[src/hdl/fupc_pkg.sv]
// shared types, constants and character helpers for the form-url percent codec
// no dependencies
package fupc_pkg;

  localparam int QUEUE_DEPTH_DEF = 4;

  localparam logic [7:0] CHAR_PCT   = 8'h25;
  localparam logic [7:0] CHAR_PLUS  = 8'h2B;
  localparam logic [7:0] CHAR_SPACE = 8'h20;
  localparam logic [7:0] CHAR_ZERO  = 8'h30;
  localparam logic [7:0] CHAR_UPPER_A = 8'h41;
  localparam logic [4:0] HEX_INVALID = 5'd16;

  typedef enum logic [1:0] {
    KIND_PLAIN,
    KIND_PCT_THEN,
    KIND_ESCAPE,
    KIND_ERROR
  } cmd_kind_t;

  typedef struct packed {
    cmd_kind_t  kind;
    logic [7:0] data;
    logic       last;
  } cmd_t;

  function automatic logic passes_plain(input logic [7:0] c);
    return (c inside {[8'h41:8'h5A], [8'h61:8'h7A], [8'h30:8'h39],
                      8'h2D, 8'h5F, 8'h2E, 8'h7E});
  endfunction

  function automatic logic [4:0] hex_value(input logic [7:0] c);
    logic [4:0] v;
    v = HEX_INVALID;
    if (c inside {[8'h30:8'h39]}) v = 5'(c - 8'h30);
    else if (c inside {[8'h41:8'h46]}) v = 5'(c - 8'h37);
    else if (c inside {[8'h61:8'h66]}) v = 5'(c - 8'h57);
    return v;
  endfunction

  function automatic logic [7:0] hex_digit(input logic [3:0] v);
    logic [7:0] d;
    if (v < 4'd10) d = CHAR_ZERO + {4'd0, v};
    else d = CHAR_UPPER_A + {4'd0, v - 4'd10};
    return d;
  endfunction

  function automatic logic [7:0] plus_to_space(input logic [7:0] c);
    return (c == CHAR_PLUS) ? CHAR_SPACE : c;
  endfunction

endpackage

[src/hdl/form_url_percent_codec_unit.sv]
// Form-url percent codec, one string per tlast-delimited run. cfg_wdata selects
// encode (0) or decode (1); a write also drops any partly decoded escape. Input
// bytes are accepted every cycle while the command queue has room; each output
// byte goes through the registered output, so an input that encodes to a
// three-byte escape holds the single-byte output port for all three bytes,
// and sustained encoding of such bytes is limited by that port.
// Single-result items flow at one per cycle while m_tready is not held low; the
// first result passes through the command queue and then the output register.
// m_tuser flags a bad escape in decode mode.
// depends on fupc_pkg, fupc_front, fupc_queue, fupc_back
module form_url_percent_codec_unit #(
  parameter int QUEUE_DEPTH = fupc_pkg::QUEUE_DEPTH_DEF
) (
  input  logic       clk,
  input  logic       rst,
  input  logic       cfg_wen,
  input  logic       cfg_wdata,    // direction
  input  logic       s_tvalid,
  output logic       s_tready,
  input  logic [7:0] s_tdata,      // in_byte
  input  logic       s_tlast,
  output logic       m_tvalid,
  input  logic       m_tready,
  output logic [7:0] m_tdata,      // out_byte
  output logic       m_tlast,
  output logic       m_tuser       // error
);

  logic           push;
  logic           pop;
  logic           empty;
  logic           full;
  fupc_pkg::cmd_t push_cmd;
  fupc_pkg::cmd_t head;

  fupc_front u_front (
    .clk        (clk),
    .rst        (rst),
    .cfg_wen    (cfg_wen),
    .cfg_wdata  (cfg_wdata),
    .in_valid   (s_tvalid),
    .in_ready   (s_tready),
    .in_byte    (s_tdata),
    .in_last    (s_tlast),
    .queue_full (full),
    .push       (push),
    .cmd        (push_cmd)
  );

  fupc_queue #(
    .DEPTH (QUEUE_DEPTH)
  ) u_queue (
    .clk      (clk),
    .rst      (rst),
    .push     (push),
    .push_cmd (push_cmd),
    .pop      (pop),
    .head     (head),
    .empty    (empty),
    .full     (full)
  );

  fupc_back u_back (
    .clk      (clk),
    .rst      (rst),
    .head     (head),
    .empty    (empty),
    .pop      (pop),
    .m_tvalid (m_tvalid),
    .m_tready (m_tready),
    .m_tdata  (m_tdata),
    .m_tlast  (m_tlast),
    .m_tuser  (m_tuser)
  );

endmodule

[src/hdl/fupc_front.sv]
// front end: accepts input bytes, tracks escape and discard state, classifies into commands
// depends on fupc_pkg
module fupc_front (
  input  logic          clk,
  input  logic          rst,
  input  logic          cfg_wen,
  input  logic          cfg_wdata,
  input  logic          in_valid,
  output logic          in_ready,
  input  logic [7:0]    in_byte,
  input  logic          in_last,
  input  logic          queue_full,
  output logic          push,
  output fupc_pkg::cmd_t cmd
);

  logic       direction;
  logic [1:0] held_count;
  logic [1:0] held_count_next;
  logic [7:0] held_byte;
  logic [7:0] held_byte_next;
  logic       discarding;
  logic       discarding_next;
  logic       produce;
  logic       accept;
  logic [4:0] hi;
  logic [4:0] lo;

  assign in_ready = !queue_full;
  assign accept   = in_valid && !queue_full;
  assign push     = accept && produce;
  assign hi       = fupc_pkg::hex_value(held_byte);
  assign lo       = fupc_pkg::hex_value(in_byte);

  always_comb begin
    produce         = 1'b0;
    cmd.kind        = fupc_pkg::KIND_PLAIN;
    cmd.data        = in_byte;
    cmd.last        = in_last;
    held_count_next = held_count;
    held_byte_next  = held_byte;
    discarding_next = discarding;
    if (!direction) begin
      produce = 1'b1;
      if (fupc_pkg::passes_plain(in_byte)) begin
        cmd.kind = fupc_pkg::KIND_PLAIN;
      end else if (in_byte == fupc_pkg::CHAR_SPACE) begin
        cmd.data = fupc_pkg::CHAR_PLUS;
      end else begin
        cmd.kind = fupc_pkg::KIND_ESCAPE;
      end
    end else if (discarding) begin
      if (in_last) discarding_next = 1'b0;
    end else begin
      case (held_count)
        2'd0: begin
          if (in_byte == fupc_pkg::CHAR_PCT) begin
            if (in_last) begin
              produce = 1'b1;
            end else begin
              held_count_next = 2'd1;
            end
          end else begin
            produce  = 1'b1;
            cmd.data = fupc_pkg::plus_to_space(in_byte);
          end
        end
        2'd1: begin
          if (in_last) begin
            produce         = 1'b1;
            held_count_next = 2'd0;
            cmd.kind        = fupc_pkg::KIND_PCT_THEN;
            cmd.data        = fupc_pkg::plus_to_space(in_byte);
          end else begin
            held_byte_next  = in_byte;
            held_count_next = 2'd2;
          end
        end
        default: begin
          produce         = 1'b1;
          held_count_next = 2'd0;
          held_byte_next  = 8'd0;
          if (hi != fupc_pkg::HEX_INVALID && lo != fupc_pkg::HEX_INVALID) begin
            cmd.data = {hi[3:0], lo[3:0]};
          end else begin
            cmd.kind = fupc_pkg::KIND_ERROR;
            cmd.data = 8'd0;
            cmd.last = 1'b1;
            if (!in_last) discarding_next = 1'b1;
          end
        end
      endcase
    end
  end

  always_ff @(posedge clk) begin
    if (rst) begin
      direction  <= 1'b0;
      held_count <= 2'd0;
      held_byte  <= 8'd0;
      discarding <= 1'b0;
    end else if (cfg_wen) begin
      direction  <= cfg_wdata;
      held_count <= 2'd0;
      held_byte  <= 8'd0;
      discarding <= 1'b0;
    end else if (accept) begin
      held_count <= held_count_next;
      held_byte  <= held_byte_next;
      discarding <= discarding_next;
    end
  end

endmodule

[src/hdl/fupc_queue.sv]
// command queue between front and back end
// depends on fupc_pkg
module fupc_queue #(
  parameter int DEPTH = fupc_pkg::QUEUE_DEPTH_DEF
) (
  input  logic           clk,
  input  logic           rst,
  input  logic           push,
  input  fupc_pkg::cmd_t push_cmd,
  input  logic           pop,
  output fupc_pkg::cmd_t head,
  output logic           empty,
  output logic           full
);

  localparam int PTR_W = (DEPTH > 1) ? $clog2(DEPTH) : 1;
  localparam int CNT_W = $clog2(DEPTH + 1);

  fupc_pkg::cmd_t entries [DEPTH];
  logic [PTR_W-1:0] wr_ptr;
  logic [PTR_W-1:0] rd_ptr;
  logic [CNT_W-1:0] count;

  assign empty = (count == '0);
  assign full  = (count == CNT_W'(DEPTH));
  assign head  = entries[rd_ptr];

  always_ff @(posedge clk) begin
    if (push) entries[wr_ptr] <= push_cmd;
  end

  always_ff @(posedge clk) begin
    if (rst) begin
      wr_ptr <= '0;
      rd_ptr <= '0;
      count  <= '0;
    end else begin
      if (push) wr_ptr <= (wr_ptr == PTR_W'(DEPTH - 1)) ? '0 : wr_ptr + 1'b1;
      if (pop) rd_ptr <= (rd_ptr == PTR_W'(DEPTH - 1)) ? '0 : rd_ptr + 1'b1;
      if (push && !pop) count <= count + 1'b1;
      else if (pop && !push) count <= count - 1'b1;
    end
  end

endmodule

[src/hdl/fupc_back.sv]
// back end: expands queued commands into output bytes through the output register
// depends on fupc_pkg
module fupc_back (
  input  logic           clk,
  input  logic           rst,
  input  fupc_pkg::cmd_t head,
  input  logic           empty,
  output logic           pop,
  output logic           m_tvalid,
  input  logic           m_tready,
  output logic [7:0]     m_tdata,
  output logic           m_tlast,
  output logic           m_tuser
);

  logic [1:0] step;
  logic [1:0] final_step;
  logic       load;
  logic [7:0] byte_next;
  logic       last_next;
  logic       err_next;

  assign load = !empty && (!m_tvalid || m_tready);
  assign pop  = load && (step == final_step);

  always_comb begin
    final_step = 2'd0;
    byte_next  = head.data;
    last_next  = head.last;
    err_next   = 1'b0;
    case (head.kind)
      fupc_pkg::KIND_PLAIN: begin
        final_step = 2'd0;
      end
      fupc_pkg::KIND_PCT_THEN: begin
        final_step = 2'd1;
        if (step == 2'd0) begin
          byte_next = fupc_pkg::CHAR_PCT;
          last_next = 1'b0;
        end
      end
      fupc_pkg::KIND_ESCAPE: begin
        final_step = 2'd2;
        if (step == 2'd0) begin
          byte_next = fupc_pkg::CHAR_PCT;
          last_next = 1'b0;
        end else if (step == 2'd1) begin
          byte_next = fupc_pkg::hex_digit(head.data[7:4]);
          last_next = 1'b0;
        end else begin
          byte_next = fupc_pkg::hex_digit(head.data[3:0]);
        end
      end
      fupc_pkg::KIND_ERROR: begin
        final_step = 2'd0;
        byte_next  = 8'd0;
        last_next  = 1'b1;
        err_next   = 1'b1;
      end
      default: begin
        final_step = 2'd0;
      end
    endcase
  end

  always_ff @(posedge clk) begin
    if (rst) begin
      step     <= 2'd0;
      m_tvalid <= 1'b0;
    end else begin
      if (load) begin
        m_tvalid <= 1'b1;
        step     <= (step == final_step) ? 2'd0 : step + 2'd1;
      end else if (m_tready) begin
        m_tvalid <= 1'b0;
      end
    end
  end

  always_ff @(posedge clk) begin
    if (load) begin
      m_tdata <= byte_next;
      m_tlast <= last_next;
      m_tuser <= err_next;
    end
  end

endmodule

[config.mk]
export PLATFORM = sky130hd
export DESIGN_NAME = form_url_percent_codec_unit
export DESIGN_NICKNAME = d
export VERILOG_FILES = /design/src/hdl/fupc_pkg.sv /design/src/hdl/form_url_percent_codec_unit.sv /design/src/hdl/fupc_front.sv /design/src/hdl/fupc_queue.sv /design/src/hdl/fupc_back.sv
export SDC_FILE = /design/constraint.sdc
export NUM_CORES = 1
export LEC_CHECK = 0
export ABC_AREA = 1
export BUFFER_PORTS_ARGS = -buffer_cell sky130_fd_sc_hd__buf_4
export CORE_UTILIZATION = 55
export DETAILED_ROUTE_END_ITERATION = 10
export PLACE_DENSITY_LB_ADDON = 0.3
export SLEW_MARGIN = 10
export SYNTH_ARGS = -nofsm -noshare
export SYNTH_HDL_FRONTEND = slang
export SYNTH_HIERARCHICAL = 1
export SYNTH_SLANG_ARGS = --single-unit
export TNS_END_PERCENT = 30
[constraint.sdc]
create_clock -name clk -period 3.6 [get_ports clk]
set_input_delay 0.72 -clock clk [delete_from_list [all_inputs] [get_ports clk]]
set_output_delay 0.72 -clock clk [all_outputs]
set_load 0.05 [all_outputs]
==> impl_metrics.yaml <==
clock_tree:
  h-tree-depth: 3
  post_cts_buffers: 0
  cts.clk_slew.worst_paths_ns: 0.08
  clockBufferDepth: 2
  cts_hold_buf: 0
  tritoncts: "built"
  clock-sinks: 78
  clk-insertion-delay-late_ns: 0.35
  ctsRootBufferMaster: "clkbuf_8"
  cts_resized: 0
  cts_buffers: 9
timing:
  max_slew_margin_pct: 38.3
  rsz0062_at_grt: "no"
  whs_ns: 0.493
  maxSlewViolCount: 0
  tns_ns: 0
  fin_ws_ns: 0.793
  skew_ns: 0.00928
  fin_crit_sh_pct: 78.0
  min_period_ns: 2.81
  setup_viol: 0
  worst_slew_pin_slew_ns: 0.918
  hold_violations: 0
  fmax_ghz: 0.356
synthesis:
  ys_types: 44
  syn_area_sq_um: 4550
  async_flop_share_pct: 0
  yosysMostFrequentCell: "nand2_1"
  avgSynthCellArea_sq_um: 8.42
  synthCells: 540
  ys.flop_type: "edfxtp_1"
  synth_area_leaders: "edfxtp_1, dfxtp_1, nand2_1"
  ys_seq_area_share_pct: 46.2
  ys_top_cells_by_count: "nand2_1, nor2_1, edfxtp_1, inv_1, nand3_1"
  synth_nets: 578
  ys_warn_count: 6
  yosysTopAreaCellShare_pct: 35.6
  yosys_register_bits: 78
  yosysTopAreaCell: "edfxtp_1"
  synth-edff-count: 54
final_layout:
  syn_to_final_growth_pct: 10.6
  nets: 607
  nFillCells: 680
  fin_area_sq_um: 5030
  antennaDiodeCount: 0
  layout.cells.non_filler: 676
  drive_above_1_share_pct: 15.9
  multiInputGateArea_sq_um: 2100
  seq_area_sq_um: 2100
die:
  die_area_sq_um: 8640
  coreArea_sq_um: 7850
  start_util_pct: 58.0
  die_x_um: 93.0
  rows: 32
  die_y_um: 93.0
  io_pins: 27
grt:
  antenna_found_initial: 0
  grt_max_degree: 23
  grtUsageTotal_pct: 25.0
  first_global_vias: 3610
  grt_overflow: 0
  grt_pass1_wl_um: 16700
critical_path:
  critical_path.top_delay_family: "compound AO/OA/AOI/OAI gates"
  critPathMaxStageDelay_ns: 0.43
  worst-setup-path-type: "reg -> reg"
  crit_slowest_cell: "o22ai_1"
  r2r_slack_ns: 0.79
  cp.arrival_ns: 3.06
  path_max_fanout: 22
  critPathLaunchType: "flip-flop"
  end_kind: "flip-flop"
  crit_buf_inv: 3
  cp.required_ns: 3.85
  path_cells: "inv_2 -> nor2_1 -> o22ai_1 -> nand2_1 -> nand2_1 -> o211ai_2 -> nor2_2 -> inv_2 -> ha_1 -> inv_1 -> fa_1 -> o21ai_0 -> nor2_1"
job:
  maxCapViolations: 0
place:
  place.gp.congestion: 0.887
  dp.cells: 660
  hpwl_um: 7510
  portBuffers: 26
  place_area_sq_um: 4810
  place_ws_ns: 0.512
hold_path:
  hold_class: "reg -> reg"
route:
  drtIter0Drc: 272
  wire_per_inst_um: 14.9
  vias: 3775
  firstDrtPassIters: 5
  finalWirelength_um: 10000
  ant_nets: 0
  via_per_inst: 5.58
  drcViolationCount: 0
power_and_ir_drop:
  cellLeakagePower_nw: 2.09
  power.density_nw_per_um2: 681
  ir_worst_vdd_mv: 0.316
run_status:
  outcome: "completed"
[cell usage in the layout, fill, tap and decap left out, types with 3 or more instances in the layout]
cell type	instances
nor2_1	67
a21oi_1	18
inv_1	49
o21ai_0	25
a22oi_1	4
xnor2_1	3
nor3_1	7
a211oi_1	3
o21ai_1	24
clkbuf_8	9
nand2_1	107
nor2_2	4
buf_4	29
clkinv_1	4
nand4_1	8
nand3b_1	3
nor2_4	5
nand2_2	6
dfxtp_1	24
nand3_1	33
a31oi_1	3
ha_1	22
inv_2	18
edfxtp_1	54
o22ai_1	16
[path summary, 6_finish.rpt]
check                  start          endpoint  cells past startpoint
min reg2reg  u_back/m_tvalid   u_back/m_tvalid                      2
max                flip-flop  u_queue/count[1]                     13
min          u_back/m_tvalid   u_back/m_tvalid                      2
max reg2reg        flip-flop  u_queue/count[1]                     13
[worst reg2reg max path, delay by kind of cell, from the launching register on]
kind	cells	cell delay, ns
AO/OA/AOI/OAI	3	0.68
AND/OR/NAND/NOR	5	0.62
adder cells (fa/ha/maj)	2	0.61
buffers and inverters	3	0.46
flip-flops	1	0.33
[state kept, by name, indices dropped and copies added, names as in the netlist, 2 cells and up, named ones only]
register	flops
u_back/m_tdata	8
u_back/step	2
u_front/held_byte	8
u_front/held_count	2
u_queue/count	3
u_queue/entries	44
u_queue/rd_ptr	2
u_queue/wr_ptr	2
[per-layer routing]
layer / up-vias / global-route usage [%] / wire length [um]
li1: 1894 / - / -
met1: 1721 / 31.3 / 4350
met2: 137 / 41.9 / 4900
met3: 23 / 5.17 / 596
met4: 0 / 10.3 / 196
met5: - / 0 / 0
[through the flow]
| step | total power [mW] | utilization (%) |
|---|---|---|
| 2_1_floorplan | 2.37 | - |
| 3_5_place_dp | 2.72 | 61.3 |
| 5_1_grt | 3.66 | 64.1 |
| 6_report | 3.42 | 64.1 |
| 4_1_cts | 3.44 | 64.1 |
| 3_3_place_gp | 2.66 | 61.3 |
[cell type report]
cell class / instances / share of cell area, %
Clock inverter: 7 / 1.91
Tap cell: 102 / 2.54
Inverter: 70 / 5.22
Timing Repair Buffer: 29 / 4.33
Sequential cell: 78 / 41.8
Multi-Input combinational cell: 381 / 41.8
Clock buffer: 9 / 2.46
[where the power goes]
group	total, mW	switching (mW)	leakage (nW)	internal (mW)
combinational	1.49	1.03	1.29	0.465
sequential	1.22	0.0615	0.697	1.15
clock	0.716	0.324	0.104	0.393
[kinds of logic (layout without fill, tap and decap cells)]
group / Yosys count / in the layout / share of synthesized area [%]
simple gates: 250 / 250 / 25.4
buf+inv: 81 / 115 / 7.59
flops: 78 / 78 / 46.2
compound gates: 104 / 104 / 13.6
xor+xnor: 4 / 4 / 0.770
fa+ha+maj: 23 / 23 / 6.49
(Power assumes the default switching activity.)
